--- config.mk ---
export PLATFORM = sky130hd
export DESIGN_NAME = bfmi_cell
export DESIGN_NICKNAME = d
export VERILOG_FILES = /design/src/hdl/bfmi_pkg.sv /design/src/hdl/bfmi_cell.sv
export SDC_FILE = /design/constraint.sdc
export NUM_CORES = 2
export LEC_CHECK = 0
export BUFFER_PORTS_ARGS = -buffer_cell sky130_fd_sc_hd__buf_2
export CORE_MARGIN = 2
export CORE_UTILIZATION = 25
export DETAILED_ROUTE_END_ITERATION = 7
export GPL_TIMING_DRIVEN = 0
export RECOVER_POWER = 100
export SYNTH_ARGS = -nofsm -noshare
export SYNTH_HDL_FRONTEND = slang
export SYNTH_SLANG_ARGS = --single-unit
--- constraint.sdc ---
create_clock -name clk -period 5 [get_ports clk]
set_input_delay 0.5 -clock clk [delete_from_list [all_inputs] [get_ports clk]]
set_output_delay 0.5 -clock clk [all_outputs]
set_load 0.005 [all_outputs]
--- src/hdl/bfmi_pkg.sv ---
// ----------------------------------------------------------------------------
// bfmi_pkg
// shared types, codes and carry-less arithmetic helpers for the field unit
// ----------------------------------------------------------------------------
`default_nettype none
package bfmi_pkg;

  localparam int unsigned InvCells = 63;

  typedef enum logic [1:0] {
    ST_OK       = 2'd0,
    ST_INV_ZERO = 2'd1,
    ST_INV_128  = 2'd2
  } bfmi_status_t;

  typedef enum logic {
    OP_MUL = 1'b0,
    OP_INV = 1'b1
  } bfmi_op_t;

  typedef enum logic [2:0] {
    REG_FIELD_DEGREE = 3'd0
  } bfmi_reg_t;

  // word as it moves down the chain
  typedef struct packed {
    logic         inv;
    logic         deg;
    bfmi_status_t st;
    logic [127:0] r;
    logic [63:0]  x;
  } bfmi_word_t;

  function automatic logic [127:0] clmul64(input logic [63:0] a, input logic [63:0] b);
    logic [127:0] acc;
    acc = '0;
    for (int i = 0; i < 64; i++) begin
      if (b[i]) acc = acc ^ ({64'd0, a} << i);
    end
    return acc;
  endfunction

  // multiply by x^4+x^3+x+1
  function automatic logic [67:0] fold64(input logic [63:0] h);
    return {4'd0, h} ^ {3'd0, h, 1'b0} ^ {1'b0, h, 3'd0} ^ {h, 4'd0};
  endfunction

  function automatic logic [63:0] reduce64(input logic [127:0] p);
    logic [67:0] t;
    logic [67:0] t2;
    t  = fold64(p[127:64]);
    t2 = fold64({60'd0, t[67:64]});
    return p[63:0] ^ t[63:0] ^ t2[63:0];
  endfunction

  // multiply by x^7+x^2+x+1
  function automatic logic [134:0] fold128(input logic [127:0] h);
    return {7'd0, h} ^ {6'd0, h, 1'b0} ^ {5'd0, h, 2'd0} ^ {h, 7'd0};
  endfunction

  function automatic logic [127:0] reduce128(input logic [255:0] w);
    logic [134:0] f;
    logic [134:0] g;
    f = fold128(w[255:128]);
    g = fold128({121'd0, f[134:128]});
    return w[127:0] ^ f[127:0] ^ g[127:0];
  endfunction

  // squaring is linear: spread bits, then reduce
  function automatic logic [63:0] sq64(input logic [63:0] a);
    logic [127:0] s;
    s = '0;
    for (int i = 0; i < 64; i++) begin
      s[2*i] = a[i];
    end
    return reduce64(s);
  endfunction

endpackage
`default_nettype wire

--- src/hdl/bfmi_cell.sv ---
// ----------------------------------------------------------------------------
// bfmi_cell
// one inversion step for an OK inversion word (others pass through): r <- r^2 * x, or r <- r^2 in the last cell
// ----------------------------------------------------------------------------
`default_nettype none
module bfmi_cell #(
  parameter bit LAST = 1'b0
) (
  input  wire logic             clk,
  input  wire logic             rst_n,
  input  wire logic             en,
  input  wire logic             in_vld,
  input  wire bfmi_pkg::bfmi_word_t in_word,
  output logic                  out_vld,
  output bfmi_pkg::bfmi_word_t  out_word
);
  import bfmi_pkg::*;

  logic       vld_r;
  bfmi_word_t word_r, word_nxt;
  logic [63:0] s;

  always_comb begin
    word_nxt = in_word;
    s = sq64(in_word.r[63:0]);
    if (in_word.inv && in_word.st == ST_OK) begin
      word_nxt.r = LAST ? {64'd0, s} : {64'd0, reduce64(clmul64(s, in_word.x))};
    end
  end

  always_ff @(posedge clk) begin
    if (!rst_n) begin
      vld_r <= 1'b0;
    end else if (en) begin
      vld_r <= in_vld;
    end
  end

  always_ff @(posedge clk) begin
    if (en) begin
      word_r <= word_nxt;
    end
  end

  assign out_vld  = vld_r;
  assign out_word = word_r;
endmodule
`default_nettype wire

# --- After elaboration in Yosys (flattened, before gate mapping) ---
# Index checks and enable logic that the tools add are counted.
op_classes:
  muxes: 129
  bitwise_logic: 79
  n_reduce_logical: 2
op_table:
  columns: ["operator", "n"]
  rows:
  - ["$mux W128", 127]
  - ["$mux W64", 2]
  - ["$xor A128 B100 Y128", 1]
  - ["$xor A128 B101 Y128", 1]
  - ["$xor A128 B102 Y128", 1]
  - ["$xor A128 B103 Y128", 1]
  - ["$xor A128 B104 Y128", 1]
  - ["$xor A128 B105 Y128", 1]
  - ["$xor A128 B106 Y128", 1]
  - ["$xor A128 B107 Y128", 1]
  - ["$xor A128 B108 Y128", 1]
  - ["$xor A128 B109 Y128", 1]
  - ["$xor A128 B110 Y128", 1]
  - ["$xor A128 B111 Y128", 1]
  - ["$xor A128 B112 Y128", 1]
  - ["$xor A128 B113 Y128", 1]
  - ["$xor A128 B114 Y128", 1]
  - ["$xor A128 B115 Y128", 1]
  - ["$xor A128 B116 Y128", 1]
  - ["$xor A128 B117 Y128", 1]
  - ["$xor A128 B118 Y128", 1]
  - ["$xor A128 B119 Y128", 1]
  - ["$xor A128 B120 Y128", 1]
  - ["$xor A128 B121 Y128", 1]
  - ["58 further kinds", 59]
totals:
  reg_bits: 197
  input_bits: 200
  output_inout_bits: 197
  elab_cells: 217

# --- Depth between registers and ports, before layout ---
depth:
  depth_word: 206
  ltp_mapped: 16
  ltp_nobuf: 11

# --- Least setup slack after synthesis ---
# Ideal clock, no wire load.
synth_path:
  path_type: "input -> register"
  start: "in in_word[122] (netlist bit)"
  end: "reg word_r, in the netlist out_word[74], data pin"
  setup_time_ns: 0.266
  arrival_time_ns: 3.341
  required_ns: 4.734
  slack_ns: 1.393
  path_stages: 12
  cell_sequence: "buf_4 > xor3_2 > nand2_1 > xnor3_1 > xnor2_1 > xnor3_1 > xnor3_1 > xnor3_2 > xnor2_1 > xnor2_1 > xnor2_1 > o21ai_1"
synth_rtl:
  columns: ["item", "line_no", "source"]
  rows:
  - ["from (decl)", "bfmi_cell.sv:13", "input wire bfmi_pkg::bfmi_word_t in_word,"]
  - ["to (signal assigned)", "bfmi_cell.sv:41", "word_r <= word_nxt;"]
  - ["to (decl)", "bfmi_cell.sv:20", "bfmi_word_t word_r, word_nxt;"]

==> run summary <==
Outcome - complete, but fails checks
Failing checks - capacitance limit, slew limit, setup timing
Clock latency at the later pin of the worst-skew pair - 0.59 ns
Min Tclk post-route - 5.636 ns
Initial core utilization - 25.10%
Vias in the first global route - 77650
Final worst path period share - 112.7%
Most used DFF post-synth - edfxtp_1
Synth top area cells - xnor2_1 (34%), nand2_1 (21%), xor2_1 (14%)
M2 GR Usage - 78.35%
Max-cap viol count - 4
Final WS setup - -0.6363 ns
First drt pass iteration count - 7
Core ar. - 273400 um^2
Crit start category - input pin
Met3 usage - 17.59%
Most frequent cells in the layout - nand2_1 (3830), xnor2_1 (2474), xor2_1 (1083)
FP Rows - 192
P_int - 28.33 mW
Root Buffer - clkbuf_16
RSZ-0062 raised after global routing - true
CP max FO - 10
Synth Net Count - 10330
CP arrival - 5.91 ns
Synth warn - 0
Most common cell after layout, fill and taps aside - nand2_1
Largest net degree at the start of global routing - 132
GR Overflow Total - 0
CP Buf/Inv Count - 5
IO buf count - 374
DR vias/cell - 5.995
Htree depth - 4
EDFF count, synth - 196
Final hold violations - 0
Yosys top cell area share - 34.37%
Met1 Use GR - 58.67%
TritonCTS Sinks - 197
Switching power share of the total - 64.98%
I/O pin cnt - 397
Worst-path cell chain - clkbuf_1 -> clkbuf_2 -> buf_4 -> buf_4 -> a21oi_1 -> a21oi_1 -> xor2_1 -> xnor2_1 -> xnor2_2 -> xnor3_1 -> xnor2_4 -> buf_4 -> xor2_1 -> xnor2_1 -> o21ai_1
Tightest Hold Check Type - in2reg
Setup Crit Path Kind - in2reg
Register bit total from synthesis - 197
Avg Synthesized Cell Area - 6.775 um^2
Drt drc - 0
Post-DP HPWL - 582200 um
Post-DP Area - 76140 um^2
Post-Layout Cell Count - 14250
Slowest cell delay on critical path - 0.64 ns
Largest delay contributor family on the critical path - XOR/XNOR gates
Largest area contributor in the synthesized netlist - xnor2_1
Clk pwr share - 2.2%
GPL Wtd Cong - 1.105
CTS clk-pin slew, worst paths - 0.12 ns
Die extent in y - 527.9 um
Yosys cell types - 53
Final antenna-violating net count - 0
GRT Resource Usage Total - 53.87%
WHS - 0.09176 ns
First DRT Iteration DRCs - 13610
Sequential area share after synthesis - 8.608%
DR WL/cell - 54.79 um
Max Clk Rate - 177.4 MHz
CTS Buffer Depth - 3
Cell count after synthesis - 10130
Combinational Power Share - 94.8%
Final setup viols - 63
Worst-Margin Slew - 4.328 ns
CP Capture Type - register
Placed Cells - 14130
DR vias - 85400
Slew margin rel. - -188.6%
Most frequent CP cell - buf_4
Crit-path slowest cell - xnor2_2
Leakage power of the design - 31.61 nW
Maximum VDD drop - 1.348 mV
Design area - 81550 um^2
Switching Power - 52.55 mW
Total die area - 278600 um^2
Global-route wire length before repair - 959100 um
TritonCTS Buffers - 25
Share of cells above drive strength 1 - 15.49%
Clk_skew - 0 ns
Post-synth ARST share - 0%
Nets - 10780
Antenna violations before repair - 105
Area delta synth->final - 18.87%
Required time worst endpoint - 5.27 ns
Mapped Area - 68610 um^2
Pwr Density - 991.8 nW/um^2
Flop pwr share - 3.0%
Chip Width - 527.9 um
Slew Limit Fails - 84
GR peak layer - met2
CTS tree - done
WL final - 780500 um
-- kinds of logic (layout without fill, tap and decap cells) --
family	after synthesis	after routing	synth area share (%)
xor gates and xnor gates	3950	3950	53.24
and+or+nand+nor	4006	4006	22.38
muxes	5	5	0.07660
DFF	197	197	8.608
buffers and inverters	1074	1530	7.204
AOI/OAI and AO/OA	895	895	8.488
other	0	73	0
-- final cells by class --
type,count,area [um^2]
Tap cell,3589,4491
Sequential cell,197,5906
Antenna cell,73,182.7
Clock buffer,27,633.1
Timing Repair Buffer,458,2843
Fill cell,30610,191800
Inverter,34,127.6
Multi-Input combinational cell,8856,60590
Buffer,1006,6714
Clock inverter,5,61.31
-- synthesized netlist by cell type, drive strengths merged, types with 2 or more instances --
library cell	n
mux2	2
nand3	11
o21ai	105
a211oi	2
and2	65
nand2	3837
nor4	7
xor3	30
mux2i	3
o22ai	100
inv	26
a21oi	350
nor3	24
or2	15
a21o	15
o221a	29
edfxtp	196
and3	5
o22a	5
a22oi	13
nand2b	4
nor2b	9
o211a	2
nor2	27
xnor3	91
o221ai	192
a21boi	45
clkinv	8
o211ai	29
buf	734
clkbuf	306
xnor2	2703
a211o	3
xor2	1126
-- repair_timing --
action	CTS	global route
setup buffers	29	13
setup endpoints to repair	64	48
gates resized for setup	1275	124
hold buffers	0	0
pin swaps	33	23
-- routing by layer --
layer / routed length, um / vias to the layer above
met5: 461 / -
met4: 105500 / 34
met3: 81370 / 3179
met2: 319000 / 8015
met1: 274100 / 41920
li1: - / 32250
-- power groups by stage --
stage          clock (mW)  sequential (mW)  combinational [mW]
3_3_place_gp            0             2.46                62.3
3_5_place_dp            0             2.48                63.1
5_1_grt              1.81             2.50                74.9
2_1_floorplan           0             2.52                33.8
4_1_cts              1.77             2.47                71.5
6_report             1.76             2.45                76.7
-- through the flow --
stage	TNS, ns	utilization [%]	setup slack, ns	total power, mW
2_1_floorplan	0	-	1.393	36.28
3_3_place_gp	-226.47	27.42	-4.794	64.74
3_5_place_dp	-176.63	27.85	-3.773	65.54
4_1_cts	-0.3107	29.69	-0.1193	75.72
5_1_grt	-2.251	29.78	-0.1299	79.24
6_report	-20.50	29.83	-0.6363	80.88
-- worst paths after layout --
path	from	endpoint	slack, ns	cells after the start
worst max-delay path	in_word[24]	out_word[79]	-0.64	15
worst max register to register	out_vld	out_vld	4.39	2
worst min-delay path	in_word[34]	out_word[34]	0.09	1
worst min register to register	out_vld	out_vld	0.55	2
-- registers in the layout, indices dropped and copies added (netlist names) --
register,cells
out_vld,1
out_word,196
No activity file was read; power rests on OpenSTA's default activity.
